`src/rtl/pavp_pkg.sv`:
```
// Shared constants and types for the average-predictor residual block.
package pavp_pkg;

	localparam int MAX_WIDTH_DEF  = 1024;
	localparam int MAX_HEIGHT_DEF = 4096;

	localparam int PIX_W  = 8;
	localparam int FW_W   = 11;
	localparam int FH_W   = 13;
	localparam int CFG_W  = 13;
	localparam int CIDX_W = 1;

	localparam logic [CIDX_W-1:0] REG_FRAME_WIDTH  = 1'b0;
	localparam logic [CIDX_W-1:0] REG_FRAME_HEIGHT = 1'b1;

	localparam logic [FW_W-1:0] FRAME_WIDTH_RST  = 11'd1024;
	localparam logic [FH_W-1:0] FRAME_HEIGHT_RST = 13'd1024;

	typedef struct packed {
		logic col_nz;
		logic row_nz;
		logic frame_last;
	} pos_t;

endpackage

```
`src/rtl/pavp_pred.sv`:
```
// Prediction and residual stage with left-pixel register and output register.
module pavp_pred import pavp_pkg::*; (
	input  logic             clk,
	input  logic             arst_n,
	input  logic             fire,
	input  logic [PIX_W-1:0] pixel,
	input  pos_t             pos,
	input  logic [PIX_W-1:0] above,
	output logic             in_ready,
	output logic             out_valid,
	input  logic             out_ready,
	output logic [PIX_W-1:0] residual,
	output logic             frame_last
);

	logic             valid_s1;
	logic [PIX_W-1:0] pixel_s1;
	logic [PIX_W-1:0] left_s1;
	pos_t             pos_s1;
	logic [PIX_W-1:0] left_q;
	logic             out_valid_q;
	logic [PIX_W-1:0] residual_q;
	logic             last_q;
	logic             adv_s1;
	logic [PIX_W:0]   sum;
	logic [PIX_W-1:0] pred;

	assign adv_s1   = valid_s1 && (!out_valid_q || out_ready);
	assign in_ready = !valid_s1 || adv_s1;

	always_ff @(posedge clk or negedge arst_n) begin
		if (!arst_n) begin
			valid_s1    <= 1'b0;
			left_q      <= '0;
			out_valid_q <= 1'b0;
		end else begin
			if (fire) begin
				valid_s1 <= 1'b1;
				left_q   <= pixel;
			end else if (adv_s1) begin
				valid_s1 <= 1'b0;
			end
			if (adv_s1) begin
				out_valid_q <= 1'b1;
			end else if (out_ready) begin
				out_valid_q <= 1'b0;
			end
		end
	end

	always_ff @(posedge clk) begin
		if (fire) begin
			pixel_s1 <= pixel;
			left_s1  <= left_q;
			pos_s1   <= pos;
		end
		if (adv_s1) begin
			residual_q <= pixel_s1 - pred;
			last_q     <= pos_s1.frame_last;
		end
	end

	assign sum = {1'b0, above} + {1'b0, left_s1};

	always_comb begin
		priority if (pos_s1.row_nz && pos_s1.col_nz) begin
			pred = sum[PIX_W:1];
		end else if (pos_s1.row_nz) begin
			pred = above;
		end else if (pos_s1.col_nz) begin
			pred = left_s1;
		end else begin
			pred = '0;
		end
	end

	assign out_valid  = out_valid_q;
	assign residual   = residual_q;
	assign frame_last = last_q;

	a_stall_hold: assert property (@(posedge clk) disable iff (!arst_n)
		valid_s1 && !adv_s1 |=> valid_s1)
		else $error("stage one item lost while stalled");

	a_out_hold: assert property (@(posedge clk) disable iff (!arst_n)
		out_valid_q && !out_ready |=> out_valid_q)
		else $error("output item dropped before transfer");

	a_ready_free: assert property (@(posedge clk) disable iff (!arst_n)
		!valid_s1 |-> in_ready)
		else $error("input not ready while stage one is empty");

endmodule

```
`config.mk`:
```
export PLATFORM = sky130hd
export DESIGN_NAME = pavp_pred
export DESIGN_NICKNAME = d
export VERILOG_FILES = /design/src/rtl/pavp_pkg.sv /design/src/rtl/pavp_pred.sv
export SDC_FILE = /design/constraint.sdc
export NUM_CORES = 1
export LEC_CHECK = 0
export BUFFER_PORTS_ARGS = -buffer_cell sky130_fd_sc_hd__buf_2
export CAP_MARGIN = 30
export CORE_UTILIZATION = 32
export DETAILED_ROUTE_END_ITERATION = 12
export SYNTH_ARGS = -nofsm -noshare
export SYNTH_HDL_FRONTEND = slang
export SYNTH_SLANG_ARGS = --single-unit
```
`constraint.sdc`:
```
create_clock -name clk -period 2.8 [get_ports clk]
set_input_delay 0.42 -clock clk [delete_from_list [all_inputs] [get_ports clk]]
set_output_delay 0.42 -clock clk [all_outputs]
set_load 0.01 [all_outputs]
```
# Yosys cells after proc, flatten, opt, wreduce, memory -nomap -nowiden
# Cells that the tools add are included.
[word_totals]
register_bits = 38
inputBits = 23
out_inout_bits = 11
wordCells = 27
[classes]
n_addsub = 2
n_mux = 7
reduce_logical = 8
[op_table]
columns = ["cell", "count"]
rows = [
  ["$mux W8", 3],
  ["$add A8 B8 Y9", 1],
  ["$sub A8 B8 Y8", 1],
  ["$mux W1", 4],
  ["$reduce_bool A2 Y1", 2],
  ["$logic_and A1 B1 Y1", 2],
  ["$logic_not A1 Y1", 2],
  ["$logic_or A1 B1 Y1", 2],
]

# Logic depth before layout (Yosys ltp)
[depth]
ltp_word = 5
depth_mapped = 13
mapped_depth_nobuf = 13

# Worst setup path after synthesis
# Ideal clock, no wire load.
[synth_timing]
path_kind = "in2reg"
from = "in above[0]"
to = "reg residual_q[5], in the netlist residual[5], data pin"
setup_time_ns = 0.258
t_arrival_ns = 2.561
t_required_ns = 2.542
setup_slack_ns = -0.019
path_stages = 12
n_path_buf = 0
cell_sequence = "and2_2 -> fa_1 -> xnor2_1 -> a21oi_1 -> a22oi_1 -> ha_1 -> nor2b_1 -> o21ai_0 -> a21boi_0 -> o21ai_0 -> nor2b_1 -> xnor2_1"
[synth_via]
elab_chain_len = 3
word_cells_on_any_way = 4
classes_between = "2 x add/sub; 2 x mux"
[synth_lines]
columns = ["item", "line_no", "source"]
rows = [
  ["from (decl)", "pavp_pred.sv:8", "input logic [PIX_W-1:0] above,"],
  ["$add A8 B8 Y9 / $mux W8 (equally long branches)", "pavp_pred.sv:63, pavp_pred.sv:68", ""],
  ["$mux W8 (*)", "pavp_pred.sv:66", "priority if (pos_s1.row_nz && pos_s1.col_nz) begin"],
  ["$sub A8 B8 Y8 (*)", "pavp_pred.sv:58", "residual_q <= pixel_s1 - pred;"],
  ["to (signal assigned)", "pavp_pred.sv:58", ""],
  ["to (decl)", "pavp_pred.sv:22", "logic [PIX_W-1:0] residual_q;"],
]
# Mark *: on every way between the ends. The rest lies on a longest branch, timed or not.
# A chain may end at the register's enable or synchronous reset.

# Worst setup path after layout
[layout_timing]
from = "reg left_s1[1]"
to = "reg residual_q[7], in the netlist residual[7], data pin"
[layout_via]
elab_chain_len = 4
word_cells_on_any_way = 5
classes_between = "2 x add/sub; 3 x mux"
[layout_lines]
columns = ["item", "line_no", "source"]
rows = [
  ["from (decl)", "pavp_pred.sv:18", "logic [PIX_W-1:0] left_s1;"],
  ["from (signal assigned)", "pavp_pred.sv:54", "left_s1 <= left_q;"],
  ["parallel branches: the longest is 2 deep, another holds $add A8 B8 Y9", "-", ""],
  ["$mux W8 (*)", "pavp_pred.sv:66", ""],
  ["$sub A8 B8 Y8 (*)", "pavp_pred.sv:58", ""],
]
# Mark *: on every way between the ends.

==> flow_metrics.env <==
export IMPL_outcome="finished clean"
export IMPL_skew_ns=0.00550
export IMPL_place_ws_ns=-0.266
export IMPL_async_reset_ff_share_pct=26.3
export IMPL_reg2reg_from="left_s1[1]$_DFFE_PP_"
export IMPL_crit_buf_inv=1
export IMPL_ys_top_cells_by_area="edfxtp_1 (43%), dfrtp_1 (13%), ha_1 (9.0%)"
export IMPL_worstPathMaxFanout=3
export IMPL_drive_above_1_share_pct=40.4
export IMPL_r2r_end="residual[7]$_DFFE_PP_"
export IMPL_synth_most_common_cell="edfxtp_1"
export IMPL_drt_total_wl_um=3270
export IMPL_ys_ff_latch=38
export IMPL_io_buffers=33
export IMPL_gp_congestion=0.780
export IMPL_cp_required_ns=2.84
export IMPL_fp_dieH_um=79.9
export IMPL_synthCells=149
export IMPL_ir_drop_mv=0.195
export IMPL_dp_cells=266
export IMPL_crit_type="flop to flop"
export IMPL_drc_errors=0
export IMPL_endpoint_kind="flop"
export IMPL_synth_common_cells="edfxtp_1 (28), ha_1 (14), dfrtp_1 (10), mux2_2 (10)"
export IMPL_dp_hpwl_um=2610
export IMPL_cts_path_max_buffers=2
export IMPL_worst_skew_pair_late_latency_ns=0.29
export IMPL_wire_per_inst_um=11.7
export IMPL_postLayoutCoreUtil_pct=43.5
export IMPL_synth_edf_count=28
export IMPL_yosys_warnings=0
export IMPL_hold_viol=0
export IMPL_area_sequential_um2=1090
export IMPL_path_cells="buf_6 > fa_2 > a211oi_2 > nor2_1 > o21ai_1 > and2b_1 > xnor2_1 > a31oi_1 > ha_1 > o21a_1 > nor2_1 > a21oi_1 > xnor2_1"
export IMPL_p_leak_nw=1.02
export IMPL_place_area_um2=2310
export IMPL_setup_viol=0
export IMPL_vias=1312
export IMPL_design_area_um2=2470
export IMPL_row_count=27
export IMPL_die_w_um=79.9
export IMPL_slowest_delay_ns=0.42
export IMPL_maxCapViolCount=0
export IMPL_yosysTopAreaCellShare_pct=43.4
export IMPL_crit_family="compound AO/OA/AOI/OAI gates"
export IMPL_initial_utilization_pct=34.2
export IMPL_rsz0062_at_grt="yes"
export IMPL_min_period_ns=2.75
export IMPL_synth_top_cell_by_area="edfxtp_1"
export IMPL_cp_arrival_ns=2.79
export IMPL_grt_pass1_vias=1223
export IMPL_drtIter0Drc=37
export IMPL_fmax_mhz=364
export IMPL_worst_slack_ns=0.0504
export IMPL_rr_worst_depth=13
export IMPL_nNetsFinal=246
export IMPL_seq_area_frac_synth_pct=56.3
export IMPL_multiInputGateArea_um2=847
export IMPL_max_slew_margin_pct=62.3
export IMPL_crit_slowest_cell="edfxtp_1"
export IMPL_grt_antenna_before_repair=0
export IMPL_cts_tree="built"
export IMPL_netlist_area_um2=1940
export IMPL_synth_cell_type_count=37
export IMPL_setup_tns_final_ns=0
export IMPL_r2r_setup_slack_ns=0.05
export IMPL_dieArea_um2=6380
export IMPL_syn_to_final_growth_pct=27.2
export IMPL_firstDrtPassIters=5
export IMPL_final_antenna_net_count=0
export IMPL_final_cells=280
export IMPL_antenna_cells=0
export IMPL_start_kind="flop"
export IMPL_via_per_inst=4.69
export IMPL_grt_pass1_wl_um=5460
export IMPL_drv_slew=0
export IMPL_startpoint="left_s1[1]$_DFFE_PP_"
export IMPL_clk_pin_slew_ns=0.08
export IMPL_power_density_nw_per_um2=603
export IMPL_syn_nets=188
export IMPL_nFillCells=554
export IMPL_synth_avg_cell_area_um2=13.0
export IMPL_crit_path_end="residual[7]$_DFFE_PP_"
export IMPL_cts_max_level=2
export IMPL_tightest_slew_ns=0.566
export IMPL_synth_ff_type="edfxtp_1"
export IMPL_core_region_area_um2=5680
export IMPL_worstHoldPathType="primary input to flop"
export IMPL_cp_depth=13
export IMPL_grt_max_degree=29
export IMPL_grt_usage_pct=11.3
export IMPL_cts_sink_count=38
export IMPL_cts_root_buffer="clkbuf_8"
export IMPL_grt_overflow_total=0
export IMPL_cts_made_buffers=5
export IMPL_ios=34
export IMPL_period_share_pct=98.2
[metrics by stage]
| step | power, mW | hold WS [ns] |
|---|---|---|
| 4_1_cts | 1.49 | 0.293 |
| 6_report | 1.49 | 0.300 |
| 5_1_grt | 1.58 | 0.292 |
| 2_1_floorplan | 0.964 | 0.124 |
| 3_5_place_dp | 1.10 | 0.298 |
| 3_3_place_gp | 1.09 | 0.295 |
[registers in the layout (all words and copies together), names as in the netlist]
| name | cells |
|---|---|
| left_q | 8 |
| residual | 8 |
| pos_s1 | 3 |
| frame_last | 1 |
| valid_s1 | 1 |
| pixel_s1 | 8 |
| left_s1 | 8 |
| out_valid | 1 |
[kinds of logic after synthesis]
kind of cell / synth area share, %
buf+inv: 1.74
mux: 5.81
xor+xnor: 4.97
fa+ha+maj: 11.1
flops: 56.3
compound gates: 12.2
simple gates: 7.94
[how the worst min path moves through the flow]
stage,slack [ns],endpoint,start,cells past startpoint
after detailed placement,0.30,out_valid$_DFFE_PN0P_,arst_n,1
after global routing,0.29,pos_s1[0]$_DFFE_PP_,pos[0],1
after CTS,0.29,pos_s1[2]$_DFFE_PP_,pos[2],1
after floorplan,0.12,left_q[0]$_DFFE_PN0P_,arst_n,0
final,0.30,pos_s1[2]$_DFFE_PP_,pos[2],1
after global placement,0.30,out_valid$_DFFE_PN0P_,arst_n,1
[per-layer routing]
layer	vias to the layer above	track usage, %	wire [um]
met5	-	0	0
met3	4	2.40	87
met1	621	13.3	1470
met4	0	6.07	58
li1	663	-	-
met2	24	19.3	1650
[cell type report]
type,count,area share (%)
Clock buffer,6,2.94
Clock inverter,2,0.609
Timing Repair Buffer,54,13.3
Multi-Input combinational cell,102,34.3
Inverter,6,0.913
Tap cell,72,3.65
Sequential cell,38,44.2
[power by group]
group	internal [mW]	switching, mW	leakage (nW)
logic	0.216	0.189	0.595
clock network	0.175	0.196	0.0374
registers	0.689	0.0237	0.387
[what timing repair did]
action	in CTS	in global routing
hold buffers	1	0
pin swaps	1	13
buffers inserted	1	4
resized for setup	5	9
endpoints found under the hold margin	10	0
setup endpoints to repair	3	3
[cells in the final DEF, fill, tap and decap left out, types with 4 or more instances in the layout]
| master | synthesis | routed |
|---|---|---|
| a21oi_1 | 7 | 5 |
| a22o_1 | 4 | 4 |
| buf_2 | 0 | 33 |
| buf_4 | 0 | 19 |
| clkbuf_8 | 0 | 5 |
| dfrtp_1 | 10 | 10 |
| edfxtp_1 | 28 | 28 |
| ha_1 | 14 | 13 |
| inv_1 | 6 | 5 |
| mux2_2 | 10 | 10 |
| nand2_1 | 6 | 6 |
| nor2_1 | 8 | 8 |
| o21ai_0 | 7 | 4 |
| xnor2_1 | 8 | 8 |
Note: power is estimated with default switching activity, not from simulation.
