### src/rtl/pavp_pkg.sv
// Shared constants and types for the average-predictor residual block.
package pavp_pkg;

	localparam int MAX_WIDTH_DEF  = 1024;
	localparam int MAX_HEIGHT_DEF = 4096;

	localparam int PIX_W  = 8;
	localparam int FW_W   = 11;
	localparam int FH_W   = 13;
	localparam int CFG_W  = 13;
	localparam int CIDX_W = 1;

	localparam logic [CIDX_W-1:0] REG_FRAME_WIDTH  = 1'b0;
	localparam logic [CIDX_W-1:0] REG_FRAME_HEIGHT = 1'b1;

	localparam logic [FW_W-1:0] FRAME_WIDTH_RST  = 11'd1024;
	localparam logic [FH_W-1:0] FRAME_HEIGHT_RST = 13'd1024;

	typedef struct packed {
		logic col_nz;
		logic row_nz;
		logic frame_last;
	} pos_t;

endpackage

### src/rtl/pavp_ctrl.sv
// Configuration registers and column and row position counters.
module pavp_ctrl import pavp_pkg::*; #(
	parameter int MAX_WIDTH  = MAX_WIDTH_DEF,
	parameter int MAX_HEIGHT = MAX_HEIGHT_DEF
) (
	input  logic                         clk,
	input  logic                         arst_n,
	input  logic                         cfg_we,
	input  logic [CIDX_W-1:0]            cfg_index,
	input  logic [CFG_W-1:0]             cfg_data,
	input  logic                         fire,
	output logic [$clog2(MAX_WIDTH)-1:0] col,
	output pos_t                         pos
);

	localparam int CW  = $clog2(MAX_WIDTH);
	localparam int RW  = (MAX_HEIGHT > 1) ? $clog2(MAX_HEIGHT) : 1;
	localparam int LWW = ($clog2(MAX_WIDTH + 1) > FW_W) ? $clog2(MAX_WIDTH + 1) : FW_W;
	localparam int LWH = ($clog2(MAX_HEIGHT + 1) > FH_W) ? $clog2(MAX_HEIGHT + 1) : FH_W;

	logic [FW_W-1:0] fw_q;
	logic [FH_W-1:0] fh_q;
	logic [CW-1:0]   col_q;
	logic [RW-1:0]   row_q;
	logic [LWW-1:0]  w_eff;
	logic [LWH-1:0]  h_eff;
	logic [LWW-1:0]  fw_ext;
	logic [LWH-1:0]  fh_ext;
	logic            col_last;
	logic            row_last;

	always_ff @(posedge clk or negedge arst_n) begin
		if (!arst_n) begin
			fw_q <= FRAME_WIDTH_RST;
			fh_q <= FRAME_HEIGHT_RST;
		end else if (cfg_we) begin
			unique case (cfg_index)
				REG_FRAME_WIDTH:  fw_q <= cfg_data[FW_W-1:0];
				REG_FRAME_HEIGHT: fh_q <= cfg_data[FH_W-1:0];
				default:          ;
			endcase
		end
	end

	// Zero counts as one and anything above the maximum saturates.
	always_comb begin
		fw_ext = LWW'(fw_q);
		fh_ext = LWH'(fh_q);
		if (fw_q == '0) begin
			w_eff = LWW'(1);
		end else if (fw_ext > LWW'(MAX_WIDTH)) begin
			w_eff = LWW'(MAX_WIDTH);
		end else begin
			w_eff = fw_ext;
		end
		if (fh_q == '0) begin
			h_eff = LWH'(1);
		end else if (fh_ext > LWH'(MAX_HEIGHT)) begin
			h_eff = LWH'(MAX_HEIGHT);
		end else begin
			h_eff = fh_ext;
		end
	end

	assign col_last = (LWW'(col_q) + LWW'(1)) >= w_eff;
	assign row_last = (LWH'(row_q) + LWH'(1)) >= h_eff;

	always_ff @(posedge clk or negedge arst_n) begin
		if (!arst_n) begin
			col_q <= '0;
			row_q <= '0;
		end else if (fire) begin
			if (col_last) begin
				col_q <= '0;
				row_q <= row_last ? '0 : row_q + RW'(1);
			end else begin
				col_q <= col_q + CW'(1);
			end
		end
	end

	assign col            = col_q;
	assign pos.col_nz     = (col_q != '0);
	assign pos.row_nz     = (row_q != '0);
	assign pos.frame_last = col_last && row_last;

	a_col_bound: assert property (@(posedge clk) disable iff (!arst_n)
		int'(col_q) < MAX_WIDTH)
		else $error("column counter beyond line store depth");

	a_row_bound: assert property (@(posedge clk) disable iff (!arst_n)
		int'(row_q) < MAX_HEIGHT)
		else $error("row counter beyond maximum height");

	a_frame_wrap: assert property (@(posedge clk) disable iff (!arst_n)
		fire && pos.frame_last |=> col_q == '0 && row_q == '0)
		else $error("counters did not wrap after last pixel of frame");

endmodule

### config.mk
export PLATFORM = sky130hd
export DESIGN_NAME = pavp_ctrl
export DESIGN_NICKNAME = d
export VERILOG_FILES = /design/src/rtl/pavp_pkg.sv /design/src/rtl/pavp_ctrl.sv
export SDC_FILE = /design/constraint.sdc
export NUM_CORES = 1
export LEC_CHECK = 0
export ABC_CLOCK_PERIOD_IN_PS = 6140
export BUFFER_PORTS_ARGS = -buffer_cell sky130_fd_sc_hd__buf_4
export CORE_UTILIZATION = 36
export CTS_CLUSTER_SIZE = 20
export DETAILED_ROUTE_END_ITERATION = 6
export PLACE_DENSITY = 0.55
export SLEW_MARGIN = 20
export SYNTH_ARGS = -nofsm -noshare
export SYNTH_HDL_FRONTEND = slang
export SYNTH_SLANG_ARGS = --single-unit
### constraint.sdc
create_clock -name clk -period 6.14 [get_ports clk]
set_clock_uncertainty 0.2 [all_clocks]
set_input_delay 1.228 -clock clk [delete_from_list [all_inputs] [get_ports clk]]
set_output_delay 1.228 -clock clk [all_outputs]
set_load 0.02 [all_outputs]
Word level (Yosys, flattened, before mapping). Cells that the tools add are included. W data, S select, Z words.

Latch bits: 0. Word-level logic and storage cells: 27. Memory bits (writable): 0. ROM bits: 0. Input port bits: 18. Register bits after elaboration: 46. Memories kept: 0.

Magnitude comparators: 4. Equality and inequality tests: 0. Bitwise operators: 1. Shifts and indexed selects: 0. Multiply operators: 0. Reduce and logical (&&, ||, !) cells: 8. Add/subtract/negate cells: 4. Muxes and demuxes: 6. Div/mod/pow operators: 0.

Operators with widths (number): $mux W13 (2); $mux W11 (2); $add A12 B1 Y13 const B (1); $ge A13 B13 Y1 (1); $gt A13 B13 Y1 const B (1); $logic_not A13 Y1 (1); $add A12 B1 Y12 const B (1); $mux W12 (1); $reduce_bool A12 Y1 (1); $add A10 B1 Y11 const B (1); $ge A11 B11 Y1 (1); $gt A11 B11 Y1 const B (1); $logic_not A11 Y1 (1); $add A10 B1 Y10 const B (1); $mux W10 (1); $reduce_bool A10 Y1 (1); $reduce_and A2 Y1 (3); $logic_and A1 B1 Y1 (1); $not A1 Y1 (1).

Depth between registers and ports, before layout. Gate-level depths: netlist of the first run.

Word-level depth: 5. Depth in mapped cells: 14. Depth with buffers taken out: 12.

Least setup slack after synthesis of the first run. OpenSTA, ideal clock, no wires.

Kind: register -> output. Start: register col_q[0] (netlist: col[0]). End: output port pos[0] in the netlist's numbering. Arrival time: 2.590 ns. Data required time: 4.712 ns. Slack: 2.122 ns. Cell stages (with the launch flop): 12. Path through: dfrtp_1 -> ha_1 -> inv_1 -> nor3_1 -> nand3_1 -> xnor2_1 -> ha_1 -> nand2_1 -> o21ai_0 -> nand2b_1 -> clkbuf_1 -> a21boi_0.

RTL lines: start, declared (RTL line pavp_ctrl.sv:23) `logic [CW-1:0] col_q;`; start signal, assigned (RTL line pavp_ctrl.sv:77) `col_q <= col_q + CW'(1);`; end, declared (RTL line pavp_ctrl.sv:13) `output pos_t pos`.

==> run summary, run 1 <==
status: finished, final reports clean
Avg WL per Cell: 14.97 um
HP Class: flop to flop
I/O Buffers: 30
Psw: 0.0004591 W
ANT cells: 0
most frequent cells in the layout: 44 x dfrtp_1, 37 x nand2_1, 30 x buf_4
layout cell share with drive strength beyond 1: 0.2152
Global Route Usage Sum: 0.1665
Hold Path Depth: 1
Routed WL: 6257 um
clock-pin transition on the worst setup and hold timing paths: 0.10 ns
Core Box Area: 7687 sq um
Synth Instances: 288
pin count of the biggest net entering global routing: 47
Initial Utilization: 0.3721
Netlist cell types: 38
Worst Tran Pin Value: 0.9714 ns
CTS Root Buffer Type: clkbuf_8
Hold Violations, Final: 0
Post-CTS Hold Buffers: 0
number of clock sinks: 46
Post-Syn Area: 2860 sq um
CP Capture Type: output pin
EDFF count, synth: 0
CP Max Fanout: 10
row cnt: 32
ys flop type: dfrtp_1
DRC: 0
Required @ worst endpoint: 4.71 ns
htree depth: 2
Worst VDD drop: 129.3 uV
Via-to-Cell Ratio: 5.232
clk_lat worst skew: 0.31 ns
Syn-to-layout area delta: 14.17%
Detailed Place HPWL: 4791 um
Cells after DPL: 410
Min Clock Period, post-route: 4.327 ns
WP data arrival: 2.90 ns
Final Power: 0.001113 W
RSZ-0062 raised after global routing: no
average cell area after synthesis: 9.931 sq um
via count: 2187
Setup-failing EPs final: 0
drt pass-1 iters: 4
#FFs+latches synth: 46
Chip Width: 91.14 um
fin area: 3266 sq um
Die Y: 91.14 um
TritonCTS clock tree: yes
post-route ant nets: 0
initial antenna violation count: 0
sw frac: 0.4124
Syn Nets: 334
Internal: 0.0006541 W
Starting DRT DRC Count: 94
max_cap viols: 0
part of the power in registers: 0.395
Post-CTS Setup Inserts: 0
Startpoint Class: flop
wire length of the first global-routing pass: 10860 um
Seq/Total Area, Yosys: 0.4033
total CTS buffers: 5
Nets: 361
Max Freq: 231.1 MHz
Ports: 31
final slew viol count: 0
clock buffer depth: 2
Clock power frac: 0.178
TNS Setup: 0 ns
r2r setup slk: 2.79 ns
commonest non-fill, non-tap cell in the layout: dfrtp_1
final cell count without fillers: 418
Worst Reg2Reg Path Length in Cells: 12
dpl cell area: 3173 sq um
final-layout fill cell count: 784
PwrDens: 340.9 nW/um^2
Worst slew margin: 0.3511
GPL Wtd Cong: 0.8374
Total Die Area: 8306 sq um
vias in the first global route: 2207
yosys warns: 0
Comb pwr share: 0.427
post_cts resized: 0
async set or reset register ratio after synthesis: 1.000
Leakage: 1.458 nW
Tcrit/Tclk final: 0.7047
remaining global-route overflow: 0
crit path kind: flop to output pin
## kinds of logic after synthesis
kind of cell               Yosys count  share of synthesized area
and+or+nand+nor                     97                     0.1680
AOI/OAI and AO/OA                   48                     0.1207
buffers and inverters               27                    0.03631
xor gates and xnor gates            18                    0.05512
muxes                               24                    0.09405
adders and majority gates           28                     0.1225
DFF                                 46                     0.4033
## Yosys cell counts (all sizes together), types with 3 or more instances
library cell  number  share of area
a21oi             12          0.022
a22o               8          0.024
and3               5          0.011
buf                3         0.0048
clkbuf             7         0.0092
dfrtp             44           0.38
ha                28           0.12
inv               17          0.022
mux2              23          0.091
nand2             37          0.049
nand2b             3         0.0066
nand3             13          0.023
nand4             13          0.028
nor2               8          0.011
nor2b              3         0.0066
nor3               4         0.0070
nor4               7          0.015
o21ai             15          0.026
xnor2             16          0.049
## state kept, by name, indices dropped and copies added (netlist names)
name and flops:
row_q 12, col 10, fh_ext 13, fw_ext 11
## per-layer routing
layer  part of all wire  track usage  up-vias
li1                   -            -     1084
met1               0.52       0.2317     1049
met2               0.43       0.2582       43
met3              0.041      0.03936       11
met4              0.017      0.04630        0
met5                  0            0        -
## worst paths after layout
kind / to / startpoint
max in group asynchronous: col[8] / arst_n
setup reg to reg: row_q[2] / col[0]
hold / removal: fh_ext[0] / fh_ext[0]
setup / recovery: pos[0] / col[0]
min in group asynchronous: row_q[8] / arst_n
hold reg to reg: fh_ext[0] / fh_ext[0]
## through the flow
step	util	hold slack, ns	setup WS, ns
2_1_floorplan	-	0.2799	2.122
3_3_place_gp	0.4128	0.3172	2.124
3_5_place_dp	0.4128	0.3243	2.158
4_1_cts	0.4248	0.3471	1.801
5_1_grt	0.4248	0.3607	1.500
6_report	0.4248	0.3344	1.813
## worst max-delay path, cell delays in order, from the launching register on
cell and delay [ns]:
dfrtp_1 0.44, ha_1 0.21, inv_1 0.07, nor3_1 0.31, nand3_1 0.14, xnor2_1 0.25, ha_1 0.30, nand4_1 0.10
nor2_1 0.05, a21oi_2 0.36, a21boi_0 0.16, buf_4 0.19
## power groups by stage
stage               combinational (W)  sequential [W]  clock, W
floorplan                    0.000324        0.000449         0
global placement             0.000471        0.000446         0
detailed placement           0.000480        0.000446         0
CTS                          0.000482        0.000440  0.000208
global route                 0.000540        0.000455  0.000217
finish                       0.000475        0.000440  0.000198
## final cells by class
cell class              instances  area (sq um)  share of cell area
clock inverters                 3         23.77            0.007280
clock buffers                   5         68.82             0.02107
repair buffers                 30         225.2             0.06897
inverters                      17         63.81             0.01954
multi-input cells             215          1603              0.4908
well taps                     102         127.6             0.03908
flip-flops and latches         46          1154              0.3533
(Power assumes the default switching activity.)
==> inputs of run 2 (changes only) <==
- ABC_AREA: default -> 1
- ABC_CLOCK_PERIOD_IN_PS: 6140 -> 4130
- clock period: 6.14 -> 4.13 ns (I/O delays scaled with it)
==> run 2 against run 1 <==
Synthesized cell count rose by 45%. Count of clock-buffer cells in the layout rose by 2. Power rose by 39%. Critical path type unchanged. Highest routed layer unchanged.
==> run summary, run 2 <==
drt pass-1 iters: 7
ANT cells: 0
Synth Instances: 418
htree depth: 2
ys flop type: dfrtp_1
average cell area after synthesis: 7.531 sq um
row cnt: 33
synth cell count leaders: 126 x nand2_1, 53 x inv_1, 44 x dfrtp_1, 35 x o21ai_0
Global Route Usage Sum: 0.1662
post-synthesis simple-gate area fraction: 0.2858
number of clock sinks: 46
PwrDens: 437.9 nW/um^2
Starting DRT DRC Count: 103
total CTS buffers: 5
Leakage: 1.811 nW
Max Freq: 264.5 MHz
final slew viol count: 0
Ports: 31
Die Y: 95.51 um
Netlist cell types: 35
post-synthesis adder-cell area fraction: 0.1113
DRC: 0
clock-pin transition on the worst setup and hold timing paths: 0.10 ns
Tcrit/Tclk final: 0.9153
Post-Syn Area: 3148 sq um
Seq/Total Area, Yosys: 0.3665
Worst VDD drop: 161.7 uV
Hold Violations, Final: 0
dpl cell area: 3453 sq um
commonest non-fill, non-tap cell in the layout: nand2_1
TNS Setup: 0 ns
r2r setup slk: 1.06 ns
Post-CTS Setup Inserts: 0
clock buffer depth: 2
status: finished, final reports clean
Setup-failing EPs final: 0
final cell count without fillers: 554
worst setup margin: 0.3500 ns
TritonCTS clock tree: yes
Core Box Area: 8341 sq um
Chip Width: 95.51 um
compound-gate portion of the synthesized area: 0.1200
Worst slew margin: 0.5396
Via-to-Cell Ratio: 4.798
reg2reg end: row_q[1]
Initial Utilization: 0.3774
Worst Reg2Reg Path Length in Cells: 15
WP data arrival: 2.75 ns
Syn-to-layout area delta: 12.40%
Synth Area in XOR/XNOR: 0.02742
vias in the first global route: 2462
layout cell share with drive strength beyond 1: 0.1492
Cells after DPL: 546
clk_lat worst skew: 0.31 ns
post-place setup slack: 0.5995 ns
Routed WL: 6844 um
yosys warns: 0
async set or reset register ratio after synthesis: 1.000
wire length of the first global-routing pass: 11610 um
I/O Buffers: 30
Clock power frac: 0.181
EDFF count, synth: 0
RSZ-0062 raised after global routing: no
#FFs+latches synth: 46
main combinational cell family by area after synthesis: simple AND/OR/NAND/NOR gates
fin area: 3538 sq um
mux cell area share after synthesis: 0.003577
part of the power in registers: 0.393
CTS Root Buffer Type: clkbuf_8
max reg flops: 13
Psw: 0.0006479 W
Worst Tran Pin Value: 0.6887 ns
post-route ant nets: 0
CP Max Fanout: 9
main area contributors after synthesis: dfrtp_1 35%, nand2_1 15%, ha_1 11%
Synth area leader: dfrtp_1
Worst Setup SP: col[0]
most instantiated library cell after synthesis: nand2_1
Total Die Area: 9122 sq um
HP Class: input pin to asynchronous set/reset pin
max_cap viols: 0
Comb pwr share: 0.426
most frequent cells in the layout: 126 x nand2_1, 53 x inv_1, 43 x dfrtp_1
Post-CTS Hold Buffers: 0
Startpoint Class: flop
Avg WL per Cell: 12.35 um
Required @ worst endpoint: 3.10 ns
Syn Nets: 464
area share of the largest cell type after synthesis: 0.3498
post_cts resized: 0
crit path kind: flop to output pin
Detailed Place HPWL: 5292 um
Internal: 0.0009015 W
remaining global-route overflow: 0
GPL Wtd Cong: 0.8450
Nets: 494
pin count of the biggest net entering global routing: 47
initial antenna violation count: 0
CP Capture Type: output pin
RR Startpoint: col[0]
sw frac: 0.4182
via count: 2658
Min Clock Period, post-route: 3.780 ns
-- run 2: stage by stage --
step	total power, W	hold slack, ns	util
2_1_floorplan	0.001088	0.2614	-
3_3_place_gp	0.001269	0.2942	0.4140
3_5_place_dp	0.001281	0.3054	0.4140
4_1_cts	0.001566	0.3193	0.4241
5_1_grt	0.001696	0.3484	0.4242
6_report	0.001549	0.3182	0.4242
-- run 2: worst max-delay path by stage --
stage	slack, ns	endpoint	cells past startpoint
3_3_place_gp	0.63	pos[0]	18
3_5_place_dp	0.60	pos[0]	16
5_1_grt	0.05	pos[0]	13
2_1_floorplan	0.69	pos[0]	17
4_1_cts	0.23	pos[0]	16
6_report	0.35	pos[0]	16
-- run 2: metal layers --
metal	part of all wire	vias to the layer above	GRT usage
met3	0.029	8	0.02472
met2	0.45	42	0.2655
met1	0.51	1194	0.2321
met4	0.014	0	0.04851
li1	-	1414	-
met5	0	-	0
-- run 2: final cells by class --
cell class	instances	area [sq um]
fill	882	4802
inverter	54	202.7
clock buffer	7	76.32
tap	105	131.4
sequential	46	1155
multi-input combinational	309	1725
clock inverter	1	7.507
timing repair buffer	32	240.2
-- run 2: cells by family (layout without fill, tap and decap cells) --
| group | count (synthesis) | count (layout) |
|---|---|---|
| AO/OA/AOI/OAI | 62 | 62 |
| XOR/XNOR | 9 | 9 |
| adder cells (fa/ha/maj) | 28 | 28 |
| buffers and inverters | 63 | 94 |
| flip-flops | 46 | 46 |
| multiplexers | 1 | 1 |
| AND/OR/NAND/NOR | 209 | 209 |
-- run 2: critical path, stage by stage, from the launching register on --
cell and delay [ns]:
dfrtp_2 0.46, ha_1 0.19, nand2_1 0.05, inv_1 0.09, nand3_1 0.11, nor2_2 0.16, nand3_1 0.11, nand2_1 0.10
inv_1 0.05, ha_1 0.28, nand2_1 0.07, nor2_1 0.14, nand3b_1 0.12, nand2_2 0.12, nor2_4 0.07, a21oi_1 0.16
buf_4 0.17
-- run 2: power groups by stage --
| stage | Combinational (W) | Clock [W] | Sequential, W |
|---|---|---|---|
| 6_report | 0.000661 | 0.000280 | 0.000608 |
| 4_1_cts | 0.000667 | 0.000290 | 0.000609 |
| 5_1_grt | 0.000764 | 0.000310 | 0.000622 |
| 3_3_place_gp | 0.000657 | 0 | 0.000612 |
| 2_1_floorplan | 0.000464 | 0 | 0.000624 |
| 3_5_place_dp | 0.000664 | 0 | 0.000617 |
